<file path="src/rtl/nfa_stream_acceptor_macros.svh">
// Assertion macros shared by the acceptor RTL.
// Each use expects clk and rst in scope; no other dependencies.
`ifndef NFA_STREAM_ACCEPTOR_MACROS_SVH
`define NFA_STREAM_ACCEPTOR_MACROS_SVH

// Same-cycle implication, held off during reset.
`define NSA_ASSERT_IMPL(lbl, ante, cons, msg) \
  lbl: assert property (@(posedge clk) disable iff (rst) (ante) |-> (cons)) \
    else $error(msg);

// Next-cycle implication, held off during reset.
`define NSA_ASSERT_NEXT(lbl, ante, cons, msg) \
  lbl: assert property (@(posedge clk) disable iff (rst) (ante) |=> (cons)) \
    else $error(msg);

`endif

</file>
<file path="src/rtl/nsa_queue.sv">
// Short FIFO decoupling the front end from the back end.
// Depends on the assertion macro header only.
`default_nettype none
`include "nfa_stream_acceptor_macros.svh"

module nsa_queue #(
  parameter int WIDTH = 8,
  parameter int DEPTH = 4
) (
  input  wire logic             clk,
  input  wire logic             rst,
  input  wire logic             push,
  input  wire logic [WIDTH-1:0] push_data,
  input  wire logic             pop,
  output logic                  full,
  output logic                  head_valid,
  output logic [WIDTH-1:0]      head_data
);

  localparam int PTR_W = $clog2(DEPTH);
  localparam int CNT_W = $clog2(DEPTH + 1);

  logic [WIDTH-1:0] slots [DEPTH];
  logic [PTR_W-1:0] wr_ptr;
  logic [PTR_W-1:0] rd_ptr;
  logic [CNT_W-1:0] count;
  logic [PTR_W-1:0] wr_ptr_next;
  logic [PTR_W-1:0] rd_ptr_next;
  logic [CNT_W-1:0] count_next;

  assign full       = count == CNT_W'(DEPTH);
  assign head_valid = count != '0;
  assign head_data  = slots[rd_ptr];

  always_comb begin
    wr_ptr_next = wr_ptr;
    rd_ptr_next = rd_ptr;
    count_next  = count;
    if (push) begin
      wr_ptr_next = (wr_ptr == PTR_W'(DEPTH - 1)) ? '0 : wr_ptr + 1'b1;
    end
    if (pop) begin
      rd_ptr_next = (rd_ptr == PTR_W'(DEPTH - 1)) ? '0 : rd_ptr + 1'b1;
    end
    if (push && !pop) begin
      count_next = count + 1'b1;
    end else if (pop && !push) begin
      count_next = count - 1'b1;
    end
  end

  always_ff @(posedge clk) begin
    if (rst) begin
      wr_ptr <= '0;
      rd_ptr <= '0;
      count  <= '0;
    end else begin
      wr_ptr <= wr_ptr_next;
      rd_ptr <= rd_ptr_next;
      count  <= count_next;
    end
  end

  always_ff @(posedge clk) begin
    if (push) begin
      slots[wr_ptr] <= push_data;
    end
  end

  `NSA_ASSERT_IMPL(a_pop_not_empty, pop, count != '0, "pop from empty queue")
  `NSA_ASSERT_IMPL(a_push_not_full, push, !full, "push into full queue")

endmodule

`default_nettype wire

</file>
<file path="config.mk">
export PLATFORM = sky130hd
export DESIGN_NAME = nsa_queue
export DESIGN_NICKNAME = d
export VERILOG_FILES = /design/src/rtl/nsa_queue.sv
export VERILOG_INCLUDE_DIRS = /design/src /design/src/rtl
export SDC_FILE = /design/constraint.sdc
export NUM_CORES = 1
export LEC_CHECK = 0
export BUFFER_PORTS_ARGS = -buffer_cell sky130_fd_sc_hd__buf_4
export CAP_MARGIN = 20
export CORE_MARGIN = 2
export CORE_UTILIZATION = 50
export DETAILED_ROUTE_END_ITERATION = 8
export PLACE_DENSITY_LB_ADDON = 0.1
export SLEW_MARGIN = 20
export SYNTH_ARGS = -nofsm -noshare
export SYNTH_HDL_FRONTEND = slang
export SYNTH_SLANG_ARGS = --single-unit
</file>
<file path="constraint.sdc">
create_clock -name clk -period 1.25 [get_ports clk]
set_input_delay 0.0625 -clock clk [delete_from_list [all_inputs] [get_ports clk]]
set_output_delay 0.0625 -clock clk [all_outputs]
set_load 0.005 [all_outputs]
</file>
==> Word level (Yosys, flattened, before mapping) <==
Memories as Yosys holds them, arrays and structs flattened. A register that Yosys moved wholly into a read port is not among the register bits.
Index checks and enable logic that the tools add are counted.
{ "word_totals": {"reg_bits": 7, "latchBits": 0, "mem_bits_rw": 32, "mem_bits_ro": 0, "in_bits": 12, "output_inout_bits": 10, "elab_cells": 25, "memories": 1} }
{ "memory_table": {"columns": ["memory", "words", "width", "rd", "rd_clocked_by_memory_dff", "write_ports", "line", "source"], "rows": [
  ["slots", 4, 8, 1, 1, 1, "nsa_queue.sv:23", "logic [WIDTH-1:0] slots [DEPTH];"]
]} }
{ "classes": {"add_sub_neg": 4, "n_mul": 0, "div": 0, "n_lt_le_gt_ge": 0, "n_eq_ne": 3, "n_shift": 0, "n_mux": 8, "bitwise": 0, "reduce_logical": 6} }
{ "ops": {"columns": ["cell", "count"], "rows": [
  ["$mux W2", 4],
  ["$mux W3", 2],
  ["$add A2 B1 Y2 const B", 2],
  ["$eq A2 B2 Y1 const B", 2],
  ["$add A3 B1 Y3 const B", 1],
  ["$eq A3 B3 Y1 const B", 1],
  ["$reduce_bool A3 Y1", 1],
  ["$sub A3 B1 Y3 const B", 1],
  ["$logic_and A1 B1 Y1", 2],
  ["$logic_not A1 Y1", 2],
  ["$mux W1", 2],
  ["$reduce_bool A2 Y1", 1]
]} }

==> Logic depth before layout (Yosys ltp) <==
Gate-level depths: netlist of the first run.
{ "logic_depth": {"ltp_word": 4, "mapped_depth": 7} }

==> Least setup slack after synthesis of the first run <==
No wires, ideal clock.
{ "synth_timing": {"path_kind": "reg-to-reg", "start": "reg count[0]", "end": "reg count[2]", "setup_time_ns": 0.070, "arrival_time_ns": 1.318, "path_slack_ns": -0.138, "path_stages_with_launch": 5, "n_path_buf": 0, "period_less_slack_ns": 1.388, "path_cell_list": "dfxtp_1 > fa_1 > xor2_1 > or3_1 > a21oi_1"} }
{ "synth_via": {"elab_chain_len": 3} }
{ "synth_rtl": {"columns": ["item", "line", "source"], "rows": [
  ["start, declared", "nsa_queue.sv:26", "logic [CNT_W-1:0] count;"],
  ["start signal, assigned", "nsa_queue.sv:60", "count <= count_next;"],
  ["$sub A3 B1 Y3", "nsa_queue.sv:48", "count_next = count - 1'b1;"],
  ["$mux W3", "nsa_queue.sv:47", "end else if (pop && !push) begin"],
  ["$mux W3 *", "nsa_queue.sv:45", "if (push && !pop) begin"]
]} }
Every way passes the cells marked *; elsewhere a longest branch is shown, timed or not. The select of a mux whose other input is x is not followed.
A chain may end at the register's enable or synchronous reset.

==> results.toml, run 1 <==
[synthesis]
yosys_warnings = 0
netlist.area_leader.share_pct = 60.1
synth.net_count = 105
synth_cell_types = 16
syn_area_um2 = 1600
synth-seq-area-share_pct = 71.4
ys_ff_latch = 41
avgSynthCellArea_um2 = 18.6
synth_top_area_cell = "edfxtp_1"
synthCells = 86
synth.area.top_cells = "edfxtp_1 60%, dfxtp_1 11%, mux4_2 11%, ha_1 4.7%, mux2i_1 2.5%"

[pwr]
switchingPower_mw = 0.655
cellPowerDensity_nw_per_um2 = 1350
p_clk_share_pct = 28.5
p_leak_nw = 0.824
p_seq_share_pct = 54.3
vdd.ir_drop.worst_mv = 0.914
p_comb_share_pct = 17.2
total_power_mw = 2.93
p_int_mw = 2.28
swShare_pct = 22.3

[timing]
rsz0062_at_grt = "yes"
min_period_ns = 1.55
fin_skew_ns = 0.00777
max_freq_ghz = 0.646
min_period_over_period_pct = 124
setup_violations = 11
relSlewSlack_pct = 84.7
worst_pin_slew_ns = 0.229
slew_violations = 0
setup_ws_ns = -0.298
hold_viol = 0

[drt]
drcViolationCount = 0
first_pass_iters = 4
drtIter0Drc = 24
vias = 876
drtAntennaViolNets = 0
post_drt_wl_per_cell_um = 15.1
viasPerCell = 4.89
routed_wl_mm = 2.69

[critical_path]
cp.required_ns = 1.19
r2r_cells = 4
crit_path_end_kind = "primary output"
r2r_slack_ns = -0.11
cp_max_fo = 8
crit_type = "register to primary output"
crit_path_start_kind = "register"
cp.arrival_ns = 1.49

[clocking]
clk_pin_slew_ns = 0.12
ctsLongestPathBuffers = 2
cts_tree = "built"
clock_latency_ns = 0.34
cts_inserted_buffers = 5
cts-htree-levels = 2
cts_root_buffer = "clkbuf_4"
cts_sinks = 41

[place]
hpwlAfterDp_mm = 1.81
place_inst = 160
finalWeightedCongestion = 0.723
portBuffers = 21
placed_area_um2 = 1920

[global_route]
groute.usage.overall_pct = 17.9
grt_pass1_wl_mm = 4.39
grt_overflow = 0
antenna_found_initial = 0
grt_max_degree = 14
grt_pass1_vias = 933

[final_layout]
drive_gt1_share_pct = 46.7
final_nets = 153
fill_cells = 216
finalInstanceArea_um2 = 2170
n_antenna_cell = 0
finalNonFillerCells = 179
syn2layout_area_growth_pct = 35.8
fin_util_pct = 71.1

[min_path]
min_path_type = "input pin to register"
hold_depth = 4

[die]
core_region_area_um2 = 3050
die_x_um = 60.6
dieHeight_um = 60.6
pin_count = 22
die_area_um2 = 3670
core.rowCount = 20
initial_core_util_pct = 52.4

[run_status]
status = "finished, violations left"
violations = "setup timing"

[job]
max_cap_viol_count = 0
==> critical path, stage by stage, from the launching register on <==
cell	delay, ns
dfxtp_2	0.36
buf_12	0.14
mux4_2	0.52
buf_6	0.13
==> cell usage after synthesis (all sizes together) <==
library cell	instances
fa	1
mux4	8
o21ai	1
and2	4
ha	6
clkbuf	1
buf	1
mux2i	4
nor3b	2
or3	2
nor2	7
dfxtp	9
edfxtp	32
a21oi	2
xor2	2
inv	4
==> power by group through the flow <==
stage          registers (mW)  clock network [mW]  logic [mW]
2_1_floorplan            1.61                   0       0.201
3_3_place_gp             1.62                   0       0.396
3_5_place_dp             1.62                   0       0.410
4_1_cts                  1.59               0.858       0.479
5_1_grt                  1.60               0.909       0.555
6_report                 1.59               0.835       0.505
==> cell type report <==
class | instances | area, µm² | area share, %
clock buffer | 5 | 37.5 | 1.73
clock inverter | 3 | 41.3 | 1.90
inverter | 4 | 15.0 | 0.691
multi-input combinational | 39 | 460 | 21.2
sequential | 41 | 1150 | 52.8
tap | 44 | 55.1 | 2.53
timing repair buffer | 43 | 415 | 19.1
==> worst paths after layout <==
check                             start                    end
hold reg to reg   count[2]$_SDFFE_PP0P_  count[2]$_SDFFE_PP0P_
hold / removal                      pop               register
setup / recovery               register           head_data[1]
setup reg to reg  count[1]$_SDFFE_PP0P_  count[2]$_SDFFE_PP0P_
==> flip-flops by register name (all words and copies together) (netlist names), named ones only <==
name    cells
wr_ptr      2
count       3
rd_ptr      2
slots      32
==> placed cells by master, fill, tap and decap left out <==
cell type	Yosys	routed
ha_4	0	1
inv_2	0	2
dfxtp_2	0	5
and2_4	0	2
a21oi_1	2	2
edfxtp_1	32	32
buf_6	1	12
bufinv_16	0	1
clkinvlp_4	0	1
or3_1	2	2
clkbuf_4	0	5
o21ai_0	1	1
dfxtp_1	9	4
nor3b_4	0	1
nor2_1	7	7
mux4_2	8	8
xor2_1	2	2
and2_2	0	2
clkinv_1	0	1
dlygate4sd3_1	0	9
fa_2	0	1
buf_12	0	2
nor3b_1	2	1
inv_1	4	2
ha_1	6	5
buf_4	0	20
mux2i_1	4	4
==> logic make-up (layout without fill, tap and decap cells) <==
logic type	count (synthesis)	count (layout)	synth area share, %
flops	41	41	71.4
simple gates	15	15	4.93
mux	12	12	13.8
fa+ha+maj	7	7	5.95
buf+inv	6	55	1.96
compound gates	3	3	0.939
xor+xnor	2	2	1.10
==> per-stage QoR <==
step,setup slack (ns),hold WS [ns],TNS (ns)
finish,-0.298,0.0765,-2.62
detailed placement,-0.241,0.264,-1.93
global route,-0.371,0.0754,-3.29
global placement,-0.168,0.262,-1.09
CTS,-0.329,0.0666,-2.86
floorplan,-0.0428,0.127,-0.0428
==> routing by layer <==
layer,share of wire [%],vias up,routed length [µm],global-route usage [%]
met3,4.0,2,108,6.18
met2,51,24,1380,29.5
met5,0,-,0,0
met4,0.52,0,14,6.52
met1,44,429,1190,22.0
li1,-,421,-,-
==> repair_timing <==
item	4_1_cts	5_1_grt
buffers inserted	1	1
pin swaps	3	2
hold endpoints to repair	41	0
hold buffers	9	0
setup endpoints to repair	34	35
gates resized for setup	14	8
Note: power is estimated with default switching activity, not from simulation.
==> run 2, diff against run 1 <==
==> constraint.sdc (replaced) <==
create_clock -name clk -period 1.25 [get_ports clk]
set_input_delay 0.1875 -clock clk [delete_from_list [all_inputs] [get_ports clk]]
set_output_delay 0.1875 -clock clk [all_outputs]
set_load 0.005 [all_outputs]
==> run 2 against run 1 <==
- the run still ends with setup timing left
- register-to-register slack lost 0.10 ns
- flip-flop and latch count stayed put
- die area unchanged
- final cell count shrank 1.1%
- sequential share of layout area shrank 0.45 points
- combinational power rose by 5.9%
- non-clock buffer count fell by 2
- clock skew rose by 0.0015 ns
- via count decreased by 1.0%
- critical endpoint is now head_data[4]
==> results.toml, run 2 (synthesis results as in run 1) <==
[run_status]
status = "finished, violations left"
violations = "setup timing"

[timing]
setup_ws_ns = -0.429
min_period_over_period_pct = 134
fin_skew_ns = 0.00924
slew_violations = 0
min_period_ns = 1.68
final.setup.tns_ns = -3.87
hold_viol = 0
worst_pin_slew_ns = 0.207
rsz0062_at_grt = "yes"
relSlewSlack_pct = 86.0
setup_violations = 11
max_freq_ghz = 0.595

[clocking]
cts_inserted_buffers = 5
cts_sinks = 41
clock_latency_ns = 0.36
ctsLongestPathBuffers = 2
cts_tree = "built"
clk_pin_slew_ns = 0.13
cts-htree-levels = 2
cts_root_buffer = "clkbuf_4"

[drt]
first_pass_iters = 4
vias = 867
routed_wl_mm = 2.59
post_drt_wl_per_cell_um = 14.6
drcViolationCount = 0
drtIter0Drc = 16
viasPerCell = 4.90
drtAntennaViolNets = 0

[final_layout]
multiInputGateArea_um2 = 450
seq_area_um2 = 1150
n_antenna_cell = 0
syn2layout_area_growth_pct = 37.0
drive_gt1_share_pct = 48.1
fill_cells = 211
largest-register = "slots"
final_nets = 151
finalNonFillerCells = 177
finalInstanceArea_um2 = 2190
mostFrequentLayoutCell = "edfxtp_1"
top_regs = "slots (32), count (3)"
layout_common_cells = "32 x edfxtp_1, 17 x buf_4, 15 x buf_6"
largest_register_ffs = 32

[critical_path]
r2r_start = "count[1]$_SDFFE_PP0P_"
crit_path_start_kind = "register"
cp.arrival_ns = 1.49
cp.required_ns = 1.06
path_buf_inv = 2
path_cells = "buf_6 > mux4_2 > buf_6"
crit_top_cell = "buf_6"
worst_path_largest_cell_delay_ns = 0.52
r2r_slack_ns = -0.21
cpMaxStageDelayCell = "mux4_2"
cp_max_fo = 4
crit_path_end_kind = "primary output"
r2r_cells = 5
crit_type = "register to primary output"
r2r_end = "count[2]$_SDFFE_PP0P_"
crit_family = "multiplexers"

[place]
portBuffers = 21
hpwlAfterDp_mm = 1.77
place_inst = 160
placed_area_um2 = 1960
finalWeightedCongestion = 0.713
place_ws_ns = -0.315

[min_path]
min_path_type = "input pin to register"
hold_depth = 1
holdPathEnd = "slots[0][1]$_DFFE_PP_"
min_from = "push_data[1]"

[die]
pin_count = 22
initial_core_util_pct = 52.4
die_x_um = 60.6
core_region_area_um2 = 3050
core.rowCount = 20
dieHeight_um = 60.6
die_area_um2 = 3670

[pwr]
cellPowerDensity_nw_per_um2 = 1360
p_seq_share_pct = 53.2
p_leak_nw = 0.829
swShare_pct = 22.5
p_comb_share_pct = 17.9
p_int_mw = 2.32
p_clk_share_pct = 28.9
switchingPower_mw = 0.672
vdd.ir_drop.worst_mv = 0.918

[global_route]
grt_max_degree = 15
antenna_found_initial = 0
grt_pass1_vias = 857
grt_pass1_wl_mm = 3.96
groute.usage.overall_pct = 16.5
grt_overflow = 0

[job]
max_cap_viol_count = 0
-- run 2: cell types whose count changed in the layout (fill, tap and decap cells not counted), sizes merged --
cell and change:
dlygate4sd3 -5, buf +3
-- run 2: metrics by stage --
step | util (%) | total power [mW] | hold slack (ns)
floorplan | - | 1.81 | 0.257
global placement | 64.1 | 2.02 | 0.387
detailed placement | 64.1 | 2.05 | 0.393
CTS | 68.6 | 2.96 | 0.00358
global route | 71.8 | 3.13 | 0.00258
finish | 71.8 | 2.99 | 0.0313
-- run 2: worst register-to-register path, stage by stage, from the launching register on --
cell	delay (ns)
dfxtp_2	0.35
buf_6	0.11
fa_2	0.32
xor2_1	0.17
or3_1	0.32
a21oi_2	0.13
-- run 2: cell type report --
class	count	area share, %
clock buffer	5	1.71
inverter	4	0.800
timing repair buffer	41	19.9
multi-input combinational	39	20.6
tap	44	2.51
clock inverter	3	2.11
sequential	41	52.4
-- run 2: how the worst max path moves through the flow --
stage | end | slack, ns | cells past startpoint
final | head_data[4] | -0.43 | 3
after global routing | head_data[4] | -0.49 | 3
after CTS | head_data[2] | -0.46 | 3
after detailed placement | count[2]$_SDFFE_PP0P_ | -0.31 | 8
after global placement | count[2]$_SDFFE_PP0P_ | -0.27 | 8
after floorplan | count[2]$_SDFFE_PP0P_ | -0.11 | 7
-- run 2: routing by layer --
| layer | wire length [µm] | part of all wire (%) | global-route usage (%) | up-vias |
|---|---|---|---|---|
| met2 | 1370 | 53 | 29.0 | 20 |
| li1 | - | - | - | 419 |
| met4 | 63 | 2.4 | 9.32 | 0 |
| met5 | 0 | 0 | 0 | - |
| met3 | 97 | 3.7 | 6.61 | 6 |
| met1 | 1060 | 41 | 16.5 | 422 |
-- run 2: power by group through the flow --
stage	Sequential (mW)	Combinational (mW)	Clock, mW
after floorplan	1.61	0.201	0
after global placement	1.61	0.413	0
after detailed placement	1.62	0.429	0
after CTS	1.59	0.476	0.899
after global routing	1.60	0.584	0.945
final	1.59	0.535	0.864
-- run 2: repair_timing --
item	in CTS	in global routing
resized for setup	12	10
setup endpoints to repair	11	35
hold buffers	0	4
pin swaps	2	2
endpoints found under the hold margin	0	11
buffers inserted	2	3
