## src/rtl/nfa_stream_acceptor_macros.svh

```systemverilog
// Assertion macros shared by the acceptor RTL.
// Each use expects clk and rst in scope; no other dependencies.
`ifndef NFA_STREAM_ACCEPTOR_MACROS_SVH
`define NFA_STREAM_ACCEPTOR_MACROS_SVH

// Same-cycle implication, held off during reset.
`define NSA_ASSERT_IMPL(lbl, ante, cons, msg) \
  lbl: assert property (@(posedge clk) disable iff (rst) (ante) |-> (cons)) \
    else $error(msg);

// Next-cycle implication, held off during reset.
`define NSA_ASSERT_NEXT(lbl, ante, cons, msg) \
  lbl: assert property (@(posedge clk) disable iff (rst) (ante) |=> (cons)) \
    else $error(msg);

`endif

```

## src/rtl/nsa_pkg.sv

```systemverilog
// Shared types and constants for the automaton acceptor.
// No dependencies; imported by nsa_front, nsa_back, the top level and the bench.
`default_nettype none

package nsa_pkg;

  localparam int KIND_W        = 2;
  localparam int SLOT_W        = 4;
  localparam int SYMBOL_W      = 8;
  localparam int STATE_FIELD_W = 4;
  localparam int COUNT_W       = 5;
  localparam int FINAL_W       = 16;
  localparam int CFG_DATA_W    = 16;
  localparam int CFG_INDEX_W   = 1;

  localparam int DEF_NUM_STATES  = 16;
  localparam int DEF_NUM_SYMBOLS = 16;
  localparam int DEF_QUEUE_DEPTH = 4;

  localparam logic [CFG_INDEX_W-1:0] CFG_INITIAL_COUNT = 1'd0;
  localparam logic [CFG_INDEX_W-1:0] CFG_FINAL_MASK    = 1'd1;

  typedef enum logic [KIND_W-1:0] {
    KIND_LOAD   = 2'd0,
    KIND_ADD    = 2'd1,
    KIND_SYMBOL = 2'd2,
    KIND_END    = 2'd3
  } kind_t;

  // Classified word handed from front to back.
  typedef struct packed {
    kind_t kind;
    logic  known;
  } cmd_t;

  localparam int CMD_W = $bits(cmd_t);

endpackage

`default_nettype wire

```

## src/rtl/nsa_front.sv

```systemverilog
// Front end: vocabulary store, symbol lookup and word classification.
// Depends on nsa_pkg and the assertion macro header.
`default_nettype none
`include "nfa_stream_acceptor_macros.svh"

module nsa_front #(
  parameter int NUM_STATES  = nsa_pkg::DEF_NUM_STATES,
  parameter int NUM_SYMBOLS = nsa_pkg::DEF_NUM_SYMBOLS
) (
  input  wire logic                                    clk,
  input  wire logic                                    rst,
  input  wire logic                                    accept,
  input  wire logic [nsa_pkg::KIND_W-1:0]              kind,
  input  wire logic [nsa_pkg::SLOT_W-1:0]              slot,
  input  wire logic [nsa_pkg::SYMBOL_W-1:0]            symbol,
  input  wire logic [nsa_pkg::STATE_FIELD_W-1:0]       from_state,
  input  wire logic [nsa_pkg::STATE_FIELD_W-1:0]       to_state,
  output nsa_pkg::cmd_t                                push_cmd,
  output logic                                         push,
  output logic [$clog2(NUM_SYMBOLS)-1:0]               push_sidx,
  output logic [$clog2(NUM_STATES)-1:0]                push_from,
  output logic [$clog2(NUM_STATES)-1:0]                push_to
);
  import nsa_pkg::*;

  localparam int SYM_IDX_W   = $clog2(NUM_SYMBOLS);
  localparam int STATE_IDX_W = $clog2(NUM_STATES);

  logic [SYMBOL_W-1:0]  vocab_symbols [NUM_SYMBOLS];
  logic [NUM_SYMBOLS-1:0] vocab_valid;

  kind_t                kind_in;
  logic                 slot_ok;
  logic                 states_ok;
  logic                 known;
  logic [SYM_IDX_W-1:0] hit_idx;
  logic [SYM_IDX_W-1:0] load_idx;

  assign kind_in  = kind_t'(kind);
  assign slot_ok  = int'(slot) < NUM_SYMBOLS;
  assign load_idx = SYM_IDX_W'(slot);
  assign states_ok = (int'(from_state) < NUM_STATES) && (int'(to_state) < NUM_STATES);

  // lowest valid matching slot wins
  always_comb begin
    known   = 1'b0;
    hit_idx = '0;
    for (int i = NUM_SYMBOLS - 1; i >= 0; i--) begin
      if (vocab_valid[i] && vocab_symbols[i] == symbol) begin
        known   = 1'b1;
        hit_idx = SYM_IDX_W'(i);
      end
    end
  end

  always_ff @(posedge clk) begin
    if (rst) begin
      vocab_valid <= '0;
    end else if (accept && kind_in == KIND_LOAD && slot_ok) begin
      vocab_valid[load_idx] <= 1'b1;
    end
  end

  always_ff @(posedge clk) begin
    if (accept && kind_in == KIND_LOAD && slot_ok) begin
      vocab_symbols[load_idx] <= symbol;
    end
  end

  // loads finish here; dead transitions are dropped
  always_comb begin
    push_cmd.kind  = kind_in;
    push_cmd.known = known;
    push_sidx      = hit_idx;
    push_from      = STATE_IDX_W'(from_state);
    push_to        = STATE_IDX_W'(to_state);
    case (kind_in)
      KIND_LOAD:   push = 1'b0;
      KIND_ADD:    push = accept && known && states_ok;
      KIND_SYMBOL: push = accept;
      KIND_END:    push = accept;
      default:     push = 1'b0;
    endcase
  end

  `NSA_ASSERT_NEXT(a_load_marks_valid, accept && kind_in == KIND_LOAD && slot_ok, vocab_valid[$past(load_idx)], "vocabulary load did not mark slot valid")
  `NSA_ASSERT_IMPL(a_push_known_add, push && kind_in == KIND_ADD, known, "transition queued for unknown symbol")

endmodule

`default_nettype wire

```

## config.mk

```make
export PLATFORM = sky130hd
export DESIGN_NAME = nsa_front
export DESIGN_NICKNAME = d
export VERILOG_FILES = /design/src/rtl/nsa_pkg.sv /design/src/rtl/nsa_front.sv
export VERILOG_INCLUDE_DIRS = /design/src /design/src/rtl
export SDC_FILE = /design/constraint.sdc
export NUM_CORES = 1
export LEC_CHECK = 0
export ABC_AREA = 1
export BUFFER_PORTS_ARGS = -buffer_cell sky130_fd_sc_hd__buf_4
export CORE_ASPECT_RATIO = 0.7
export CORE_UTILIZATION = 45
export DETAILED_ROUTE_END_ITERATION = 8
export PLACE_DENSITY = 0.7
export SYNTH_ARGS = -nofsm -noshare
export SYNTH_HDL_FRONTEND = slang
export SYNTH_SLANG_ARGS = --single-unit
```

## constraint.sdc

```tcl
create_clock -name clk -period 1.76 [get_ports clk]
set_input_delay 0 -clock clk [delete_from_list [all_inputs] [get_ports clk]]
set_output_delay 0 -clock clk [all_outputs]
set_load 0.02 [all_outputs]
```

### Word-level counts from Yosys, hierarchy flattened

Memory sizes are Yosys's and may differ from the RTL's.
Index checks and enable logic that the tools add are counted.

| storage, ports and cells | value |
|---|---|
| bits in registers | 16 |
| bits in latches | 0 |
| memory bits (writable) | 128 |
| memory bits (read-only) | 0 |
| logic and storage cells | 82 |
| memories kept | 1 |

Memory list:

| name | words | bits a word | rd ports | clocked after memory_dff | write ports | RTL line | source |
|---|---|---|---|---|---|---|---|
| vocab_symbols | 16 | 8 | 16 | 0 | 1 | nsa_front.sv:29 | `logic [SYMBOL_W-1:0] vocab_symbols [NUM_SYMBOLS];` |

| cells by class | value |
|---|---|
| add/subtract/negate cells | 0 |
| multiply operators | 0 |
| divide/modulo/power cells | 0 |
| order comparisons | 2 |
| equality and inequality tests | 19 |
| shifts and indexed selects | 0 |
| mux-type cells | 37 |
| bitwise logic cells | 1 |
| reduce and logical (&&, ||, !) cells | 21 |

Operators with widths:

| cell | count |
|---|---|
| $eq 8x8->1 | 16 |
| $mux 4 | 16 |
| $logic_and 1x1->1 | 19 |
| $mux 1 | 19 |
| $or 16x16->16 | 1 |
| $lt 4x5->1 const B | 1 |
| $demux 1 s4 | 1 |
| $eq 2x2->1 const B | 2 |
| $ge 4x1->1 const B | 1 |
| $pmux 1 s3 | 1 |
| $eq 2x1->1 const B | 1 |
| $logic_not 2->1 | 1 |
| $reduce_or 2->1 | 1 |

### Longest topological paths before layout

Gate-level depths: netlist (run 1).
An unclocked memory read counts as a cell.

| logic depth | value |
|---|---|
| depth in word-level cells | 21 |
| gate-level depth with buffers | 22 |
| mapped depth without buffers | 21 |

### Worst setup path after synthesis (run 1)

OpenSTA, ideal clock, no wires.

| timing | value |
|---|---|
| kind | register -> output |
| from | memory vocab_symbols[6][6] |
| to | output push_sidx[2] |
| data arrival time | 1832 ps |
| required time | 1760 ps |
| path slack | -72 ps |
| stages on the path, launching flop included | 6 |
| buffers on the path | 0 |
| path through | edfxtp_1 xor2_1 or4_1 nor2_2 nor2_2 a311oi_1 |

RTL lines:

| item | RTL line | source |
|---|---|---|
| start, declared | nsa_front.sv:29 |  |
| end, declared | nsa_front.sv:20 | `output logic [$clog2(NUM_SYMBOLS)-1:0] push_sidx,` |

==> results of run 1 <==
==> worst paths after layout <==
check	startpoint	endpoint	slack, ps	depth (start not counted)
setup / recovery	vocab_symbols[9][0]	push	-570	12
hold / removal	to_state[3]	push_to[3]	0.009	0
setup reg to reg	vocab_valid[5]	vocab_valid[5]	1160	2
hold reg to reg	vocab_valid[15]	vocab_valid[15]	470	2
==> per-layer routing <==
layer | wire, um | share of wire, %
met5 | 0 | 0
met4 | 386 | 2.3
met3 | 1189 | 7.2
met2 | 7309 | 44
met1 | 7718 | 46
==> metrics by stage <==
stage / hold WS, ps / instances / power (uW)
2_1_floorplan: 98.87 / 621 / 4118
3_3_place_gp: 0.2364 / 869 / 4304
3_5_place_dp: 0.2364 / 869 / 4316
4_1_cts: 0.2364 / 915 / 8168
5_1_grt: 0.04468 / 916 / 8369
6_report: 0.008855 / 916 / 8142
==> sequential cells by signal, indices dropped and copies added, names as in the netlist <==
name	flops
vocab_symbols	128
vocab_valid	16
==> critical path: cells and delay by family (launching register included) <==
family	cells	cell delay (ps)
simple gates	7	990
buf+inv	3	260
compound gates	2	250
flops	1	390
==> synth_stat cells, types with 2 or more instances <==
cell type    n  area, sq um
nand3b_1     2        15.01
nor4_1       3        18.77
nand4_2      2        25.02
o22ai_1     13        81.33
a2111oi_2    3        45.04
nor3_1       6        30.03
inv_4        4        25.02
edfxtp_1   128         3844
a21oi_2      2        17.52
nor3_2       2        20.02
clkbuf_1     2        7.510
xor2_1      26        227.7
buf_2        3        15.01
inv_2        4        15.01
a2111oi_1    4        40.04
nor2_2       3        18.77
a21oi_1      6        30.03
nand3_1     19        95.09
a2111oi_4    2        55.05
o21ai_0     11        55.05
nand4_1      9        56.30
a211oi_1     6        45.04
xnor2_1     16        140.1
buf_6       16        180.2
nor2_1     107        401.6
inv_1       59        221.5
buf_4       12        90.09
dfxtp_1     16        320.3
o21ai_1      3        15.01
o2111ai_1    2        17.52
or2_2       10        62.56
nand2_1    103        386.6
nand2_2      4        25.02
==> placed cells by master, fill, tap and decap left out, types with 3 or more instances in the layout <==
cell             n
a2111oi_1        3
a2111oi_2        3
a2111oi_4        3
a211oi_1         6
a21oi_1          5
a21oi_2          3
buf_12           8
buf_4           77
buf_6            3
bufinv_16        4
clkbuf_16       17
dfxtp_1         16
dlygate4sd3_1   12
edfxtp_1       128
inv_1           58
inv_2            5
inv_4            4
inv_6            5
nand2_1        102
nand2_2          5
nand3_1         17
nand3_2          3
nand4_1          9
nor2_1         104
nor2_2           5
nor3_1           5
nor4_1           3
o21ai_0          8
o21ai_1          5
o22ai_1         13
or2_2            9
xnor2_1         16
xor2_1          26
==> area by class of cell <==
class | instances | share of cell area [%]
Clock buffer | 17 | 5.123
Tap cell | 195 | 2.938
Timing Repair Buffer | 101 | 10.89
Sequential cell | 144 | 50.14
Multi-Input combinational cell | 377 | 25.27
Clock inverter | 15 | 2.486
Inverter | 67 | 3.149
==> power by group <==
part / switching [uW] / total [uW] / internal (uW) / leakage (uW)
Clock: 1460 / 3850 / 2390 / 0.000305
Sequential: 10.8 / 3750 / 3740 / 0.00128
Combinational: 325 / 542 / 216 / 0.00167
Total: 1790 / 8140 / 6350 / 0.00326
==> repair_timing <==
item | 4_1_cts | 5_1_grt
pin swaps | 10 | 7
hold endpoints to repair | 44 | 0
buffers inserted | 1 | 1
gates resized for setup | 12 | 10
setup endpoints to repair | 6 | 6
hold buffers | 13 | 0
==> logic make-up (layout without fill, tap and decap cells) <==
family	count (synthesis)	after routing
flip-flops	144	144
buffers and inverters	100	200
XOR/XNOR	42	42
AND/OR/NAND/NOR	278	278
AO/OA/AOI/OAI	57	57
==> flow_metrics.env, run 1 <==
export IMPL_status="complete, but fails checks"
export IMPL_violations="negative setup slack"
export IMPL_clock_sinks=144
export IMPL_area_delta_synth_final_pct=23.09
export IMPL_grt_setup_unrepaired="yes"
export IMPL_wirelength_um=16600
export IMPL_setup_viol=6
export IMPL_critical_path_max_stage_delay_ps=390
export IMPL_hp_class="in -> out"
export IMPL_synth_compound_area_share_pct=6.528
export IMPL_insertedDiodeCount=0
export IMPL_start_kind="register"
export IMPL_synth_nets=646
export IMPL_setup_ws_ps=-572.5
export IMPL_syn_area_per_cell_sq_um=10.86
export IMPL_path_cells="or2_4 > o211ai_1 > nor3_1 > nand3_2 > inv_1 > nor2_2 > inv_2 > nor3_4 > nand2_2 > a21oi_2 > nor2_2 > buf_6"
export IMPL_crit_arrival_ps=2330
export IMPL_yosys_cell_types_count=46
export IMPL_via_per_inst=5.299
export IMPL_final_min_period_over_clock_period_pct=132.5
export IMPL_slew_headroom_pct=73.09
export IMPL_synthArstFlopShare_pct=0
export IMPL_pin_count=41
export IMPL_fin_util_pct=56.59
export IMPL_fin_tns_setup_ps=-3064
export IMPL_p_leak_uw=0.003255
export IMPL_worstMarginPinSlew_ps=402.3
export IMPL_met2_usage_pct=33.50
export IMPL_dpl_hpwl_um=10750
export IMPL_grtUsageMet3_pct=4.649
export IMPL_yosysWarnings=0
export IMPL_core_area_sq_um=14680
export IMPL_rows=37
export IMPL_drtIter0Drc=493
export IMPL_drc=0
export IMPL_fillers=1185
export IMPL_synth_xor_area_share_pct=5.453
export IMPL_cts_tree="built"
export IMPL_power_density_nw_per_um2=980.5
export IMPL_synth_top_family_by_area="simple AND/OR/NAND/NOR gates"
export IMPL_cp_common_cell="nor2_2"
export IMPL_hold_viol_final=0
export IMPL_path_class="reg -> out"
export IMPL_drt_pass1_iterations=5
export IMPL_initial_core_util_pct=45.97
export IMPL_synthFlopType="edfxtp_1"
export IMPL_finalInstanceArea_sq_um=8304
export IMPL_clk_latency_ps=420
export IMPL_cts_root_buf="clkbuf_16"
export IMPL_slew_violations=0
export IMPL_htreeDepth=4
export IMPL_ant_nets=0
export IMPL_grt_overflow_total=0
export IMPL_dieHeight_um=104.4
export IMPL_grt_pass1_wl_um=26150
export IMPL_critPathSlowestCell="edfxtp_1"
export IMPL_synthSimpleGateAreaFrac_pct=18.08
export IMPL_max_cap_viol_count=0
export IMPL_cts_buffers=17
export IMPL_grt_busiest_layer="met1"
export IMPL_period_minus_slack_ps=2333
export IMPL_synth_edf_count=128
export IMPL_synth_area_mux_share_pct=0
export IMPL_port_buffer_count=24
export IMPL_cp_max_fo=2
export IMPL_gp_congestion=0.8622
export IMPL_synthCells=621
export IMPL_grt_total_usage_pct=23.05
export IMPL_grt_max_degree=18
export IMPL_met1_usage_pct=33.59
export IMPL_die_area_sq_um=15490
export IMPL_wl_per_cell_um=18.13
export IMPL_synth_seq_cells=144
export IMPL_ir_drop_mv=0.7903
export IMPL_cts_buffer_depth=2
export IMPL_grt_pass1_vias=4760
export IMPL_placed_area_sq_um=7450
export IMPL_die_x_um=148.3
export IMPL_clkTransAtPathRegs_ps=60
export IMPL_nets=733
export IMPL_worst_clock_skew_ps=0
export IMPL_antenna_found_initial=0
export IMPL_pre_cts_slack_ps=-197.2
export IMPL_cp_end_kind="output pin"
export IMPL_syn_area_sq_um=6746
export IMPL_cp_required_ps=1760
export IMPL_synth_seq_area_share_pct=61.72
export IMPL_max_freq_ghz=0.4287
export IMPL_regArea_sq_um=4164
export IMPL_synthAdderAreaFrac_pct=0
export IMPL_vias=4854
export IMPL_drive_above_1_share_pct=23.72
export IMPL_multi_input_area_sq_um=2098
Power figures use the tool's default switching activity.
==> inputs of run 2 (changes only) <==
--- a/config.mk
+++ b/config.mk
@@ -6,7 +6,6 @@
 export SDC_FILE = /design/constraint.sdc
 export NUM_CORES = 1
 export LEC_CHECK = 0
-export ABC_AREA = 1
 export BUFFER_PORTS_ARGS = -buffer_cell sky130_fd_sc_hd__buf_4
 export CORE_ASPECT_RATIO = 0.7
 export CORE_UTILIZATION = 45
==> flow_metrics.env, run 2 <==
export IMPL_largest_reg_flops=128
export IMPL_critical_path_max_stage_delay_ps=520
export IMPL_clkTransAtPathRegs_ps=60
export IMPL_rows=36
export IMPL_status="complete, but fails checks"
export IMPL_reg_top3="vocab_symbols x128, vocab_valid x16"
export IMPL_yosysMostFrequentCell="edfxtp_1"
export IMPL_worstMarginPinSlew_ps=483.5
export IMPL_synth_top_area_share_pct=59.50
export IMPL_instances_no_fill=786
export IMPL_hp_class="in -> out"
export IMPL_htreeDepth=4
export IMPL_violations="negative setup slack"
export IMPL_via_per_inst=5.106
export IMPL_die_x_um=145.2
export IMPL_start_kind="register"
export IMPL_final_min_period_over_clock_period_pct=137.4
export IMPL_period_minus_slack_ps=2418
export IMPL_r2r_slack_ps=1130
export IMPL_syn_area_sq_um=6460
export IMPL_setup_ws_ps=-657.7
export IMPL_path_cells="xnor2_2 > nand2_1 > or4_4 > a41oi_2 > nor2_2 > nor4bb_1 > nor2_1 > buf_4"
export IMPL_synthCells=480
export IMPL_wirelength_um=14340
export IMPL_critPathSlowestCell="or4_4"
export IMPL_slew_violations=0
export IMPL_synth_seq_cells=144
export IMPL_core_area_sq_um=13960
export IMPL_top_register="vocab_symbols"
export IMPL_drt_pass1_iterations=4
export IMPL_worst_clock_skew_ps=0
export IMPL_port_buffer_count=24
export IMPL_cp_max_fo=2
export IMPL_dpl_hpwl_um=9422
export IMPL_gp_congestion=0.8158
export IMPL_die_area_sq_um=14850
export IMPL_max_cap_viol_count=0
export IMPL_grt_setup_unrepaired="yes"
export IMPL_cp_end_kind="output pin"
export IMPL_ir_drop_mv=0.7377
export IMPL_cts_buffers=17
export IMPL_pin_count=41
export IMPL_cts_tree="built"
export IMPL_whs_ps=0.008820
export IMPL_grt_overflow_total=0
export IMPL_synthArstFlopShare_pct=0
export IMPL_fin_util_pct=58.99
export IMPL_wl_per_cell_um=18.24
export IMPL_max_freq_ghz=0.4136
export IMPL_cts_buffer_depth=2
export IMPL_grt_max_degree=18
export IMPL_grt_total_usage_pct=20.74
export IMPL_grt_pass1_wl_um=22630
export IMPL_clock_sinks=144
export IMPL_yosys_top_cells_count="edfxtp_1, xnor2_1, nor2_1, nand3_1, nand2_1"
export IMPL_mostFrequentLayoutCells="edfxtp_1, xnor2_1, buf_4, nor2_1, nand3_1"
export IMPL_power_density_nw_per_um2=985.9
export IMPL_dp_cells=745
export IMPL_path_class="reg -> out"
export IMPL_hold_viol_final=0
export IMPL_yosys_cell_types_count=35
export IMPL_crit_arrival_ps=2420
export IMPL_p_total_uw=8120
export IMPL_ant_nets=0
export IMPL_cp_required_ps=1760
export IMPL_synth_edf_count=128
export IMPL_drive_above_1_share_pct=29.19
export IMPL_clk_latency_ps=410
export IMPL_layout_commonest_cell="edfxtp_1"
export IMPL_syn_area_per_cell_sq_um=13.46
export IMPL_fin_tns_setup_ps=-2641
export IMPL_setup_viol=6
export IMPL_initial_core_util_pct=46.26
export IMPL_nets=608
export IMPL_synthFlopType="edfxtp_1"
export IMPL_drc=0
export IMPL_synth_area_leaders="edfxtp_1, xnor2_1, dfxtp_1"
export IMPL_antenna_found_initial=0
export IMPL_insertedDiodeCount=0
export IMPL_cts_root_buf="clkbuf_16"
export IMPL_grt_pass1_vias=4083
export IMPL_vias=4013
export IMPL_area_delta_synth_final_pct=27.50
export IMPL_drtIter0Drc=277
export IMPL_synth_nets=505
export IMPL_yosysTopAreaCell="edfxtp_1"
export IMPL_p_leak_uw=0.002804
export IMPL_synth_seq_area_share_pct=64.46
export IMPL_slew_headroom_pct=67.68
export IMPL_dieHeight_um=102.2
export IMPL_yosysWarnings=0
[run 2: cell count changes after synthesis, sizes merged, moves of 13 or more]
cell / previous run / this run
o22ai: 13 / 0
nor2: 110 / 55
nand2: 107 / 24
inv: 67 / 1
o21ai: 14 / 1
xor2: 26 / 1
nor3: 8 / 21
xnor2: 16 / 127
[run 2: cells by family after synthesis]
family | count (synthesis) | share of synthesized area (%)
and+or+nand+nor | 167 | 12.49
AOI/OAI and AO/OA | 11 | 1.298
DFF | 144 | 64.46
xor gates and xnor gates | 128 | 18.05
buffers and inverters | 30 | 3.699
[run 2: final cells by class]
cell class / count / area, sq um
sequential: 144 / 4164
fill: 1112 / 5727
multi-input combinational: 306 / 2238
clock buffer: 20 / 446.7
timing repair buffer: 113 / 965.9
clock inverter: 12 / 180.2
inverter: 1 / 3.754
tap: 190 / 237.7
[run 2: worst paths after layout]
kind / from / endpoint / cells past startpoint
setup / recovery: vocab_symbols[2][0] / push_sidx[0] / 8
hold / removal: from_state[1] / push_from[1] / 0
setup reg to reg: vocab_valid[3] / vocab_valid[3] / 2
hold reg to reg: vocab_valid[11] / vocab_valid[11] / 2
[run 2: routing by layer]
layer	share of wire, %	GRT usage [%]	up-vias	wire length [um]
met3	4.5	4.286	22	646
met1	48	28.70	1986	6852
met4	1.6	6.964	0	223
li1	-	-	1900	-
met2	46	32.99	105	6615
met5	0	0	-	0
[run 2: repair_timing]
item,in CTS,in global routing
hold buffers,6,0
endpoints found under the hold margin,30,0
endpoints found under the setup margin,6,6
gates resized for setup,27,11
pin swaps,15,16
buffers inserted,0,3
[run 2: through the flow]
stage | cell area (sq um) | setup WS [ps]
final | 8237 | -657.7
after CTS | 8145 | -633.4
after floorplan | 6460 | 14.76
after global routing | 8237 | -718.4
after detailed placement | 7331 | -214.6
after global placement | 7331 | -183.8
[run 2: power breakdown]
part           internal, uW  switching [uW]
Sequential             3740            10.2
Clock                  2420            1380
Combinational           269             300
Total                  6430            1690
[run 2: worst max-delay path, delay by kind of cell (launching register included)]
family          cells  cell delay, ps
buf+inv             1             170
simple gates        5            1020
flops               1             420
compound gates      1             210
xor+xnor            1             190
==> inputs of run 3 (changes only) <==
--- a/config.mk
+++ b/config.mk
@@ -7,10 +7,13 @@
 export NUM_CORES = 1
 export LEC_CHECK = 0
 export BUFFER_PORTS_ARGS = -buffer_cell sky130_fd_sc_hd__buf_4
+export CELL_PAD_IN_SITES_DETAIL_PLACEMENT = 0
+export CELL_PAD_IN_SITES_GLOBAL_PLACEMENT = 1
 export CORE_ASPECT_RATIO = 0.7
-export CORE_UTILIZATION = 45
+export CORE_MARGIN = 3
+export CORE_UTILIZATION = 50
 export DETAILED_ROUTE_END_ITERATION = 8
-export PLACE_DENSITY = 0.7
+export PLACE_DENSITY = 0.87
 export SYNTH_ARGS = -nofsm -noshare
 export SYNTH_HDL_FRONTEND = slang
 export SYNTH_SLANG_ARGS = --single-unit
==> flow_metrics.env, run 3 (synthesis results as in run 2) <==
export IMPL_drive_above_1_share_pct=28.55
export IMPL_swShare_pct=21.16
export IMPL_period_minus_slack_ps=2432
export IMPL_wl_per_cell_um=19.22
export IMPL_fillers=906
export IMPL_regArea_sq_um=4164
export IMPL_grt_total_usage_pct=21.21
export IMPL_htreeDepth=4
export IMPL_max_cap_viol_count=0
export IMPL_dieHeight_um=101.1
export IMPL_power_density_nw_per_um2=961.4
export IMPL_wirelength_um=14490
export IMPL_multi_input_area_sq_um=2253
export IMPL_dp_cells=714
export IMPL_setup_viol=6
export IMPL_slew_violations=0
export IMPL_worst_clock_skew_ps=0
export IMPL_port_buffer_count=24
export IMPL_clk_latency_ps=410
export IMPL_grt_pass1_vias=4128
export IMPL_nets=604
export IMPL_largest_reg_flops=128
export IMPL_p_leak_uw=0.002783
export IMPL_clkTransAtPathRegs_ps=60
export IMPL_area_delta_synth_final_pct=25.51
export IMPL_gp_congestion=0.8085
export IMPL_setup_ws_ps=-672.0
export IMPL_insertedDiodeCount=0
export IMPL_cts_buffers=17
export IMPL_start_kind="register"
export IMPL_layout_commonest_cell="edfxtp_1"
export IMPL_top_register="vocab_symbols"
export IMPL_ant_nets=0
export IMPL_p_clk_share_pct=44.7
export IMPL_cts_tree="built"
export IMPL_grt_pass1_wl_um=22690
export IMPL_grt_max_degree=24
export IMPL_drtIter0Drc=243
export IMPL_die_x_um=141.9
export IMPL_cts_buffer_depth=2
export IMPL_core_area_sq_um=12510
export IMPL_whs_ps=0.008860
export IMPL_hp_class="in -> out"
export IMPL_via_per_inst=5.288
export IMPL_status="complete, but fails checks"
export IMPL_path_class="reg -> out"
export IMPL_crit_arrival_ps=2430
export IMPL_fin_util_pct=64.83
export IMPL_pin_count=41
export IMPL_netSwitchingPower_uw=1650
export IMPL_internal_power_uw=6145
export IMPL_grt_setup_unrepaired="yes"
export IMPL_slew_headroom_pct=70.38
export IMPL_instances_no_fill=754
export IMPL_violations="negative setup slack"
export IMPL_power_frac_comb_pct=7.1
export IMPL_reg_top3="vocab_symbols x128, vocab_valid x16"
export IMPL_clock_sinks=144
export IMPL_cts_root_buf="clkbuf_16"
export IMPL_die_area_sq_um=14340
export IMPL_cp_end_kind="output pin"
export IMPL_dpl_hpwl_um=9399
export IMPL_drt_pass1_iterations=4
export IMPL_ir_drop_mv=0.7303
export IMPL_hold_viol_final=0
export IMPL_seqPwrFrac_pct=48.1
export IMPL_cp_required_ps=1760
export IMPL_vias=3987
export IMPL_drc=0
export IMPL_cp_max_fo=2
export IMPL_worstMarginPinSlew_ps=440.9
export IMPL_final_min_period_over_clock_period_pct=138.2
export IMPL_rows=34
export IMPL_max_freq_ghz=0.4112
export IMPL_antenna_found_initial=0
export IMPL_initial_core_util_pct=51.65
export IMPL_mostFrequentLayoutCells="edfxtp_1, xnor2_1, buf_4, nor2_1, nand3_1"
export IMPL_grt_overflow_total=0
==> run 3: worst paths after layout <==
kind / startpoint / endpoint / slack [ps] / cells after the start
hold / removal: from_state[3] / push_from[3] / 0.009 / 0
setup / recovery: vocab_symbols[2][7] / push_sidx[0] / -670 / 8
setup reg to reg: vocab_valid[3] / vocab_valid[3] / 1150 / 2
hold reg to reg: vocab_valid[8] / vocab_valid[8] / 480 / 2
==> run 3: cell type report <==
type | count | area share [%]
Sequential cell | 144 | 51.36
Inverter | 1 | 0.04630
Multi-Input combinational cell | 306 | 27.79
Clock buffer | 21 | 5.679
Tap cell | 162 | 2.500
Timing Repair Buffer | 109 | 11.20
Clock inverter | 11 | 1.420
==> run 3: metal layers <==
layer	vias to the layer above	track usage, %	share of wire [%]
met3	17	5.548	5.4
met5	-	0	0
li1	1890	-	-
met1	1955	28.89	46
met2	125	34.12	48
met4	0	6.121	0.90
==> run 3: worst max-delay path, stage by stage (launching register included) <==
cell and delay [ps]:
edfxtp_1 410, xnor2_2 180, nand2_1 70, or4_4 530, a41oi_2 200, nor2_2 70
nor4bb_1 290, nor2_1 100, buf_4 170
==> run 3: what timing repair did <==
item / CTS / global route
hold endpoints to repair: 22 / 0
pin swaps: 19 / 15
setup buffers: 3 / 4
endpoints found under the setup margin: 6 / 6
gates resized for setup: 26 / 14
hold buffers: 5 / 0
==> run 3: power by group through the flow <==
stage	clock network (uW)	registers [uW]	logic, uW
final	3490	3750	557
after CTS	3540	3750	550
after detailed placement	0	3820	524
after floorplan	0	3820	319
after global routing	3690	3750	598
after global placement	0	3820	510
==> run 3: stage by stage <==
stage,cell area [sq um],setup TNS [ps],total power [uW],worst slack (ps)
after global routing,8108,-3565,8034,-807.3
after detailed placement,7248,-1206,4346,-274.9
after global placement,7248,-1103,4331,-281.1
final,8108,-2933,7795,-672.0
after floorplan,6460,0,4141,14.76
after CTS,8013,-2854,7837,-707.8
